$ cat config.mk
export PLATFORM = sky130hd
export DESIGN_NAME = palette_fade_interpolator
export DESIGN_NICKNAME = d
export VERILOG_FILES = /design/src/sv/pfi_pkg.sv /design/src/sv/pfi_regs.sv /design/src/sv/pfi_prep.sv /design/src/sv/pfi_div_stage.sv /design/src/sv/pfi_finish.sv /design/src/sv/palette_fade_interpolator.sv
export SDC_FILE = /design/constraint.sdc
export NUM_CORES = 2
export LEC_CHECK = 0
export BUFFER_PORTS_ARGS = -buffer_cell sky130_fd_sc_hd__buf_2
export CAP_MARGIN = 20
export CORE_ASPECT_RATIO = 2
export CORE_MARGIN = 3
export CORE_UTILIZATION = 45
export CTS_CLUSTER_DIAMETER = 200
export DETAILED_ROUTE_END_ITERATION = 7
export HOLD_SLACK_MARGIN = 0.1
export PLACE_DENSITY_LB_ADDON = 0.05
export SYNTH_ARGS = -nofsm -noshare
export SYNTH_HDL_FRONTEND = slang
export SYNTH_SLANG_ARGS = --single-unit
$ cat constraint.sdc
create_clock -name clk -period 21.7 [get_ports clk]
set_input_delay 1.085 -clock clk [delete_from_list [all_inputs] [get_ports clk]]
set_output_delay 1.085 -clock clk [all_outputs]
set_load 0.1 [all_outputs]
$ cat src/sv/pfi_pkg.sv
`default_nettype none
package pfi_pkg;

  localparam int unsigned NUM_CHAN          = 3;
  localparam int unsigned DIV_BITS_PER_STG  = 2;
  localparam int unsigned QUOT_W            = 8;
  localparam int unsigned DIV_STAGES        = QUOT_W / DIV_BITS_PER_STG;
  localparam int unsigned CFG_ADDR_W        = 5;

  localparam logic [2:0] REG_TARGET_RED   = 3'd0;
  localparam logic [2:0] REG_TARGET_GREEN = 3'd1;
  localparam logic [2:0] REG_TARGET_BLUE  = 3'd2;
  localparam logic [2:0] REG_FIRST_INDEX  = 3'd3;
  localparam logic [2:0] REG_LAST_INDEX   = 3'd4;
  localparam logic [2:0] REG_STEP_COUNT   = 3'd5;

  typedef struct packed {
    logic [7:0] entry_index;
    logic [7:0] orig_red;
    logic [7:0] orig_green;
    logic [7:0] orig_blue;
    logic [7:0] step_number;
  } in_item_t;

  typedef struct packed {
    logic [7:0] out_index;
    logic [7:0] new_red;
    logic [7:0] new_green;
    logic [7:0] new_blue;
  } out_item_t;

  typedef struct packed {
    logic [NUM_CHAN-1:0][5:0] target;
    logic [7:0]               first_index;
    logic [7:0]               last_index;
    logic [7:0]               step_count;
  } cfg_t;

  // rem holds the partial remainder, wrk the unused dividend bits with
  // quotient bits shifted in from the bottom
  typedef struct packed {
    logic [7:0] orig;
    logic       neg;
    logic [7:0] rem;
    logic [7:0] wrk;
  } chan_t;

  typedef struct packed {
    logic [7:0]               idx;
    logic                     fin;
    logic                     hit;
    logic [NUM_CHAN-1:0]      unused_pad;
    chan_t [NUM_CHAN-1:0]     ch;
  } div_item_t;

  // v*255/63 == 4*v + v/21 exactly for a six-bit v
  function automatic logic [7:0] widen6(input logic [5:0] v);
    logic [1:0] frac;
    frac = (v == 6'd63) ? 2'd3 :
           ((v >= 6'd42) ? 2'd2 : ((v >= 6'd21) ? 2'd1 : 2'd0));
    return {v, 2'b00} + {6'd0, frac};
  endfunction

endpackage
`default_nettype wire

$ cat src/sv/pfi_regs.sv
`default_nettype none
module pfi_regs
  import pfi_pkg::*;
(
  input  wire logic                  clk,
  input  wire logic                  rst_n,
  input  wire logic                  cfg_psel,
  input  wire logic                  cfg_penable,
  input  wire logic                  cfg_pwrite,
  input  wire logic [CFG_ADDR_W-1:0] cfg_paddr,
  input  wire logic [31:0]           cfg_pwdata,
  output logic      [31:0]           cfg_prdata,
  output logic                       cfg_pready,
  output cfg_t                       cfg
);

  cfg_t       cfg_r;
  cfg_t       cfg_nxt;
  logic [2:0] reg_sel;
  logic       wr_en;

  assign reg_sel    = cfg_paddr[CFG_ADDR_W-1:2];
  assign wr_en      = cfg_psel & cfg_penable & cfg_pwrite;
  assign cfg_pready = 1'b1;
  assign cfg        = cfg_r;

  always_comb begin
    cfg_nxt = cfg_r;
    if (wr_en) begin
      case (reg_sel)
        REG_TARGET_RED:   cfg_nxt.target[0]   = cfg_pwdata[5:0];
        REG_TARGET_GREEN: cfg_nxt.target[1]   = cfg_pwdata[5:0];
        REG_TARGET_BLUE:  cfg_nxt.target[2]   = cfg_pwdata[5:0];
        REG_FIRST_INDEX:  cfg_nxt.first_index = cfg_pwdata[7:0];
        REG_LAST_INDEX:   cfg_nxt.last_index  = cfg_pwdata[7:0];
        REG_STEP_COUNT:   cfg_nxt.step_count  = cfg_pwdata[7:0];
        default:          cfg_nxt = cfg_r;
      endcase
    end
  end

  always_comb begin
    case (reg_sel)
      REG_TARGET_RED:   cfg_prdata = {26'd0, cfg_r.target[0]};
      REG_TARGET_GREEN: cfg_prdata = {26'd0, cfg_r.target[1]};
      REG_TARGET_BLUE:  cfg_prdata = {26'd0, cfg_r.target[2]};
      REG_FIRST_INDEX:  cfg_prdata = {24'd0, cfg_r.first_index};
      REG_LAST_INDEX:   cfg_prdata = {24'd0, cfg_r.last_index};
      REG_STEP_COUNT:   cfg_prdata = {24'd0, cfg_r.step_count};
      default:          cfg_prdata = 32'd0;
    endcase
  end

  always_ff @(posedge clk) begin
    if (!rst_n) begin
      cfg_r.target      <= '0;
      cfg_r.first_index <= 8'd0;
      cfg_r.last_index  <= 8'd255;
      cfg_r.step_count  <= 8'd1;
    end else begin
      cfg_r <= cfg_nxt;
    end
  end

endmodule
`default_nettype wire

$ cat src/sv/pfi_prep.sv
`default_nettype none
module pfi_prep
  import pfi_pkg::*;
(
  input  wire logic      clk,
  input  wire logic      rst_n,
  input  wire cfg_t      cfg,
  input  wire logic      in_valid,
  output logic           in_ready,
  input  wire in_item_t  in_data,
  output logic           out_valid,
  input  wire logic      out_ready,
  output div_item_t      out_data
);

  logic      valid_r;
  div_item_t data_r;
  div_item_t data_nxt;

  assign in_ready  = !valid_r || out_ready;
  assign out_valid = valid_r;
  assign out_data  = data_r;

  always_comb begin
    logic [NUM_CHAN-1:0][7:0] orig;
    logic [7:0]               tgt;
    logic [7:0]               mag;
    logic [15:0]              prod;
    orig[0] = in_data.orig_red;
    orig[1] = in_data.orig_green;
    orig[2] = in_data.orig_blue;
    data_nxt.idx        = in_data.entry_index;
    data_nxt.fin        = in_data.step_number >= cfg.step_count;
    data_nxt.hit        = (in_data.entry_index >= cfg.first_index) &&
                          (in_data.entry_index <= cfg.last_index);
    data_nxt.unused_pad = '0;
    for (int c = 0; c < NUM_CHAN; c++) begin
      tgt  = widen6(cfg.target[c]);
      data_nxt.ch[c].orig = orig[c];
      data_nxt.ch[c].neg  = tgt < orig[c];
      mag  = (tgt < orig[c]) ? (orig[c] - tgt) : (tgt - orig[c]);
      prod = 16'(mag) * 16'(in_data.step_number);
      // upper half is already below the divisor since step < count
      data_nxt.ch[c].rem  = prod[15:8];
      data_nxt.ch[c].wrk  = prod[7:0];
    end
  end

  always_ff @(posedge clk) begin
    if (!rst_n) begin
      valid_r <= 1'b0;
    end else if (in_ready) begin
      valid_r <= in_valid;
    end
  end

  always_ff @(posedge clk) begin
    if (in_ready && in_valid) begin
      data_r <= data_nxt;
    end
  end

endmodule
`default_nettype wire

$ cat src/sv/pfi_div_stage.sv
`default_nettype none
module pfi_div_stage
  import pfi_pkg::*;
(
  input  wire logic       clk,
  input  wire logic       rst_n,
  input  wire logic [7:0] divisor,
  input  wire logic       in_valid,
  output logic            in_ready,
  input  wire div_item_t  in_data,
  output logic            out_valid,
  input  wire logic       out_ready,
  output div_item_t       out_data
);

  logic      valid_r;
  div_item_t data_r;
  div_item_t data_nxt;

  assign in_ready  = !valid_r || out_ready;
  assign out_valid = valid_r;
  assign out_data  = data_r;

  // restoring division, two quotient bits per stage
  always_comb begin
    logic [8:0] trial;
    logic       qbit;
    data_nxt = in_data;
    for (int c = 0; c < NUM_CHAN; c++) begin
      for (int s = 0; s < DIV_BITS_PER_STG; s++) begin
        trial = {data_nxt.ch[c].rem, data_nxt.ch[c].wrk[7]};
        qbit  = trial >= {1'b0, divisor};
        if (qbit) begin
          trial = trial - {1'b0, divisor};
        end
        data_nxt.ch[c].rem = trial[7:0];
        data_nxt.ch[c].wrk = {data_nxt.ch[c].wrk[6:0], qbit};
      end
    end
  end

  always_ff @(posedge clk) begin
    if (!rst_n) begin
      valid_r <= 1'b0;
    end else if (in_ready) begin
      valid_r <= in_valid;
    end
  end

  always_ff @(posedge clk) begin
    if (in_ready && in_valid) begin
      data_r <= data_nxt;
    end
  end

endmodule
`default_nettype wire

$ cat src/sv/pfi_finish.sv
`default_nettype none
module pfi_finish
  import pfi_pkg::*;
(
  input  wire logic      clk,
  input  wire logic      rst_n,
  input  wire cfg_t      cfg,
  input  wire logic      in_valid,
  output logic           in_ready,
  input  wire div_item_t in_data,
  output logic           out_valid,
  input  wire logic      out_ready,
  output out_item_t      out_data
);

  logic      valid_r;
  out_item_t data_r;
  out_item_t data_nxt;

  assign in_ready  = !valid_r || out_ready;
  assign out_valid = valid_r;
  assign out_data  = data_r;

  always_comb begin
    logic [NUM_CHAN-1:0][7:0] res;
    logic [7:0]               tgt;
    logic [7:0]               blended;
    for (int c = 0; c < NUM_CHAN; c++) begin
      tgt     = widen6(cfg.target[c]);
      // quotient truncated toward zero, so the sign is applied after
      blended = in_data.ch[c].neg ? (in_data.ch[c].orig - in_data.ch[c].wrk)
                                  : (in_data.ch[c].orig + in_data.ch[c].wrk);
      if (in_data.fin) begin
        res[c] = tgt;
      end else if (in_data.hit) begin
        res[c] = blended;
      end else begin
        res[c] = in_data.ch[c].orig;
      end
    end
    data_nxt.out_index = in_data.idx;
    data_nxt.new_red   = res[0];
    data_nxt.new_green = res[1];
    data_nxt.new_blue  = res[2];
  end

  always_ff @(posedge clk) begin
    if (!rst_n) begin
      valid_r <= 1'b0;
    end else if (in_ready) begin
      valid_r <= in_valid;
    end
  end

  always_ff @(posedge clk) begin
    if (in_ready && in_valid) begin
      data_r <= data_nxt;
    end
  end

endmodule
`default_nettype wire

$ cat src/sv/palette_fade_interpolator.sv
// Linear palette fade: one palette entry per transaction in, one faded entry out.
// Entries inside [first_index, last_index] move from their original color toward
// the target by step_number/step_count; once step_number reaches step_count every
// entry takes the target color. The pipeline has one stage for the difference
// and 8x8 multiply, four stages of a restoring divider that resolve two quotient
// bits each, and one output stage for sign, add and select. Every stage has its
// own valid bit and ready, so a new entry is taken each cycle while the output is
// ready, and a stalled output only backs up the stages behind it. Configuration
// registers sit on an APB port at byte addresses 0x00..0x14 and must be written
// only while no transaction is in flight.
`default_nettype none
module palette_fade_interpolator
  import pfi_pkg::*;
(
  input  wire logic                  clk,
  input  wire logic                  rst_n,
  input  wire logic                  in_valid,
  output logic                       in_ready,
  input  wire in_item_t              in_data,
  output logic                       out_valid,
  input  wire logic                  out_ready,
  output out_item_t                  out_data,
  input  wire logic                  cfg_psel,
  input  wire logic                  cfg_penable,
  input  wire logic                  cfg_pwrite,
  input  wire logic [CFG_ADDR_W-1:0] cfg_paddr,
  input  wire logic [31:0]           cfg_pwdata,
  output logic      [31:0]           cfg_prdata,
  output logic                       cfg_pready
);

  cfg_t      cfg;
  logic      [DIV_STAGES:0] stg_valid;
  logic      [DIV_STAGES:0] stg_ready;
  div_item_t [DIV_STAGES:0] stg_data;

  pfi_regs u_regs (
    .clk         (clk),
    .rst_n       (rst_n),
    .cfg_psel    (cfg_psel),
    .cfg_penable (cfg_penable),
    .cfg_pwrite  (cfg_pwrite),
    .cfg_paddr   (cfg_paddr),
    .cfg_pwdata  (cfg_pwdata),
    .cfg_prdata  (cfg_prdata),
    .cfg_pready  (cfg_pready),
    .cfg         (cfg)
  );

  pfi_prep u_prep (
    .clk       (clk),
    .rst_n     (rst_n),
    .cfg       (cfg),
    .in_valid  (in_valid),
    .in_ready  (in_ready),
    .in_data   (in_data),
    .out_valid (stg_valid[0]),
    .out_ready (stg_ready[0]),
    .out_data  (stg_data[0])
  );

  for (genvar k = 0; k < DIV_STAGES; k++) begin : g_div
    pfi_div_stage u_div (
      .clk       (clk),
      .rst_n     (rst_n),
      .divisor   (cfg.step_count),
      .in_valid  (stg_valid[k]),
      .in_ready  (stg_ready[k]),
      .in_data   (stg_data[k]),
      .out_valid (stg_valid[k+1]),
      .out_ready (stg_ready[k+1]),
      .out_data  (stg_data[k+1])
    );
  end

  pfi_finish u_finish (
    .clk       (clk),
    .rst_n     (rst_n),
    .cfg       (cfg),
    .in_valid  (stg_valid[DIV_STAGES]),
    .in_ready  (stg_ready[DIV_STAGES]),
    .in_data   (stg_data[DIV_STAGES]),
    .out_valid (out_valid),
    .out_ready (out_ready),
    .out_data  (out_data)
  );

endmodule
`default_nettype wire

## After elaboration in Yosys (flattened, before gate mapping)

Cells that the tools add are included.

- Input bits: 84
- Output and inout bits: 67
- Word-level logic and storage cells: 242
- Bits in registers: 481

- Eq/ne operators: 8
- Bitwise logic cells: 2
- Multiply operators: 3
- Magnitude comparators: 36
- Reductions and logical operators: 26
- Add/sub/neg operators: 36
- Muxes and demuxes: 43

Operators by type and width:

| operator | number |
|---|---|
| $mux 8 | 33 |
| $sub 8x8->8 | 30 |
| $ge 9x8->1 | 24 |
| $mul 8x8->16 | 3 |
| $pmux 8 s6 | 1 |
| $add 8x2->8 | 3 |
| $add 8x8->8 | 3 |
| $lt 8x8->1 | 3 |
| $eq 6x6->1 const B | 3 |
| $ge 6x5->1 const B | 3 |
| $ge 6x6->1 const B | 3 |
| $ge 8x8->1 | 2 |
| $mux 2 | 6 |
| $reduce_and 2->1 | 6 |
| $le 8x8->1 | 1 |
| $logic_and 1x1->1 | 7 |
| $eq 3x2->1 const B | 2 |
| $eq 3x3->1 const B | 2 |
| $logic_not 1->1 | 6 |
| $logic_or 1x1->1 | 6 |
| $eq 3x1->1 const B | 1 |
| $logic_not 3->1 | 1 |
| $mux 1 | 3 |
| $and 1x1->1 | 2 |

## Depth between registers and ports, before layout

- Depth after elaboration: 8
- Depth in mapped cells: 32
- Gate-level depth less buffers: 31

## Modules after synthesis

Synthesis repeated with hierarchy kept, for this count alone.

- Cells, all modules: 3824
- Area, all modules: 40568.9 um^2

Modules (own cells, without submodules):

| module | cells an instance | seq. area each (um^2) | times used | area each (um^2) |
|---|---|---|---|---|
| pfi_prep | 1568 | 2572.5 | 1 | 14052.2 |
| pfi_div_stage at g_div[1].u_div ... | 424 | 2662.6 | 2 | 5376.4 |
| pfi_div_stage at g_div[2].u_div | 432 | 2662.6 | 1 | 5347.6 |
| pfi_div_stage at g_div[0].u_div | 431 | 2662.6 | 1 | 5298.8 |
| pfi_finish | 308 | 980.9 | 1 | 2891.5 |
| pfi_regs | 237 | 840.8 | 1 | 2225.9 |

## Worst setup path before layout

OpenSTA, ideal clock, no wires.

- Kind: input to register
- Start: input out_ready
- End: register g_div[0].u_div.data_r, in the netlist g_div[0].u_div.out_data[0] (enable)
- Required time: 21.042 ns
- Buffers on the path: 0
- Arrival time: 7.762 ns
- Stages on the path: 4
- Path slack: 13.280 ns
- Library setup time: 0.658 ns
- Cells stage by stage: nor2b_1 and3_1 and2_0 a21boi_0

- Longest elaborated chain between the ends: 6

RTL lines:

| what | RTL line | RTL |
|---|---|---|
| start, declared | palette_fade_interpolator.sv:21 | `input wire logic out_ready,` |
| $logic_or 1x1->1 | pfi_finish.sv:20 | `assign in_ready = !valid_r \|\| out_ready;` |
| $logic_or 1x1->1 (4 in series) | pfi_div_stage.sv:20 | `assign in_ready = !valid_r \|\| out_ready;` |
| $logic_and 1x1->1 | pfi_div_stage.sv:51 | `if (in_ready && in_valid) begin` |
| end signal, assigned | pfi_div_stage.sv:52 | `data_r <= data_nxt;` |
| end, declared | pfi_div_stage.sv:17 | `div_item_t data_r;` |

Every way passes these cells.
A chain may end at the register's enable or synchronous reset.

==> impl_metrics.toml <==
[clock_tree]
clock_sinks = 481
cts_buffer_depth = 3
cts_root_buf = "clkbuf_16"
ctsHtreeMaxLevel = 2
postCtsSetupRepairBufs = 0
cts_resized = 0
ctsHoldBuffers = 0
cts.clk_slew.worst_paths_ns = 0.07
insertion_delay_ns = 0.59
cts_tree = "yes"
cts-buffers-inserted = 46

[critical_path]
startpoint_type = "flip-flop"
required_ns = 22.01
max_stage_delay_ns = 0.75
critPathSlowestCell = "a2111oi_0"
cpLargestDelayFamily = "adder cells"
path_max_fanout = 8
critical_path_class = "flip-flop to flip-flop"
end_kind = "flip-flop"
cp.arrival_ns = 9.02
critPathBufInv = 6
path_common_cell = "inv_1"

[sta]
whs_ns = 0.4099
worstMarginPinSlew_ns = 1.074
slew_viol_final = 0
timing_hold_violations_final = 0
clock_skew_ns = 0.01696
fin_crit_ns = 8.710
fin_crit_sh_pct = 40.14
max_freq_mhz = 114.8
maxSlewHeadroom_pct = 28.23
grt_setup_unrepaired = "false"
tns_ns = 0
setup_viol = 0

[pwr]
p_per_area_nw_per_um2 = 127.5
irDropWorstVdd_mv = 0.06752
power_mw = 4.915
leakagePower_nw = 15.64

[run_status]
status = "finished, final reports clean"

[final_layout]
utilization_pct = 49.87
multi_input_area_um2 = 19580
final_cell_mix = "edfxtp_1, ha_1, inv_1, nor2_1, o21ai_0"
finalInstanceArea_um2 = 38550
seqCellArea_um2 = 13960
nNetsFinal = 3978
final_common_cell = "edfxtp_1"
drive_above_1_share_pct = 10.33
area.growth.synth_to_final_pct = 9.590
fillers = 6957

[global_route]
grt_pass1_vias = 25630
grt_start_max_net_pins = 60
antenna_found_initial = 3
grt-ovfl-total = 0
grt_pass1_wl_mm = 136.5
grt_use_total_pct = 21.05

[synthesis]
ys.flop_type = "edfxtp_1"
synth_edf_count = 433
syn_avg_cell_area_um2 = 10.86
synth_warnings = 0
synth.distinct_cells = 86
synth_cells = 3238
ys_seq_area_share_pct = 39.70
async_flop_share_pct = 0
netlist_area_um2 = 35180
synth_seq_cells = 481

[routing]
drt_iter0_drc = 1012
vias = 24120
ant_nets = 0
firstDrtPassIters = 5
wl_mm = 86.08
wl_per_cell_um = 19.47
drc = 0
via_per_inst = 5.454

[floorplan]
core_um2 = 77290
die_x_um = 203.7
initial_utilization_pct = 45.51
die_y_um = 401.4
dieArea_um2 = 81760
ios = 151
std_cell_rows = 144

[placement]
dp_hpwl_mm = 66.26
gp_congestion = 0.8353
io_buffers = 99
dpl_cell_area_um2 = 36940

[hold_path]
min_path_type = "flip-flop to flip-flop"

[flow_run]
cap_violations = 0
## registers in the layout, summed over array words and instances (netlist names)
name,flops
u_prep.out_valid,1
u_regs.cfg,42
g_div.u_div.out_valid,4
u_prep.out_data,85
u_finish.out_data,32
g_div.u_div.out_data,316
u_finish.out_valid,1
## final cells by class
class                      instances  share of cell area, %
multi-input combinational       2332                  50.79
sequential                       481                  36.22
inverter                         367                  3.574
tap                             1022                  3.317
clock buffer                      53                  3.161
timing repair buffer             135                  2.022
clock inverter                    31                 0.9120
antenna                            1               0.006491
## routing by layer
metal / part of all wire (%) / track usage [%] / up-vias
li1: - / - / 11660
met2: 54 / 40.17 / 442
met5: 0 / 0 / -
met1: 38 / 22.97 / 11830
met3: 2.9 / 2.117 / 184
met4: 5.5 / 9.984 / 0
## power breakdown
part / internal [mW] / switching, mW / leakage (nW) / total, mW
clock network: 0.480 / 0.364 / 0.750 / 0.844
registers: 1.26 / 0.0543 / 4.33 / 1.31
logic: 1.29 / 1.46 / 10.6 / 2.76
total: 3.03 / 1.88 / 15.6 / 4.91
## kinds of logic after synthesis
family,count (synthesis),share of synthesized area (%)
buf+inv,448,5.065
xor+xnor,179,4.457
fa+ha+maj,531,21.83
mux,196,5.954
compound gates,636,11.81
simple gates,765,11.17
other cells,2,0.02135
flops,481,39.70
## cell usage after synthesis, drive strengths merged (29+ instances only)
cell type  number  area, um2
a31oi          29      187.7
o21a           47      352.8
ha            393       4917
a21oi         164      835.8
mux2i          99      991.0
fa            138       2763
buf            32      220.2
inv           367       1378
o21ai         167      835.8
and2          108      675.7
nor2b         118      738.2
mux2           96       1081
dfxtp          48      960.9
clkbuf         49      183.9
nand2b         44      275.3
edfxtp        433      13000
a21o           49      367.9
xor2           49      429.2
nand2         160      600.6
nor2          173      659.4
nand3          30      150.1
xnor2         130       1139
nor3           43      215.2
## per-stage QoR
stage / cells / worst slack (ns)
final: 4422 / 12.99
after global placement: 4334 / 13.31
after floorplan: 3261 / 13.28
after detailed placement: 4334 / 13.22
after CTS: 4418 / 13.17
after global routing: 4421 / 12.56
## path summary, 6_finish.rpt
kind | end | slack (ns) | cells after the start | from
worst max-delay path | u_prep.out_data[65] | 12.99 | 29 | u_regs.cfg[39]
worst max register to register | u_prep.out_data[65] | 12.99 | 29 | u_regs.cfg[39]
worst min register to register | g_div[0].u_div.out_data[31] | 0.41 | 0 | u_prep.out_data[29]
worst min-delay path | g_div[0].u_div.out_data[31] | 0.41 | 0 | u_prep.out_data[29]
## worst reg2reg max path, delay by kind of cell, from the launching register on
family	cells	cell delay [ns]
adders and majority gates	6	2.91
AOI/OAI and AO/OA	11	2.63
and+or+nand+nor	4	0.90
xor gates and xnor gates	2	0.83
DFF	1	0.61
buffers and inverters	6	0.55
No activity file was read; power rests on OpenSTA's default activity.
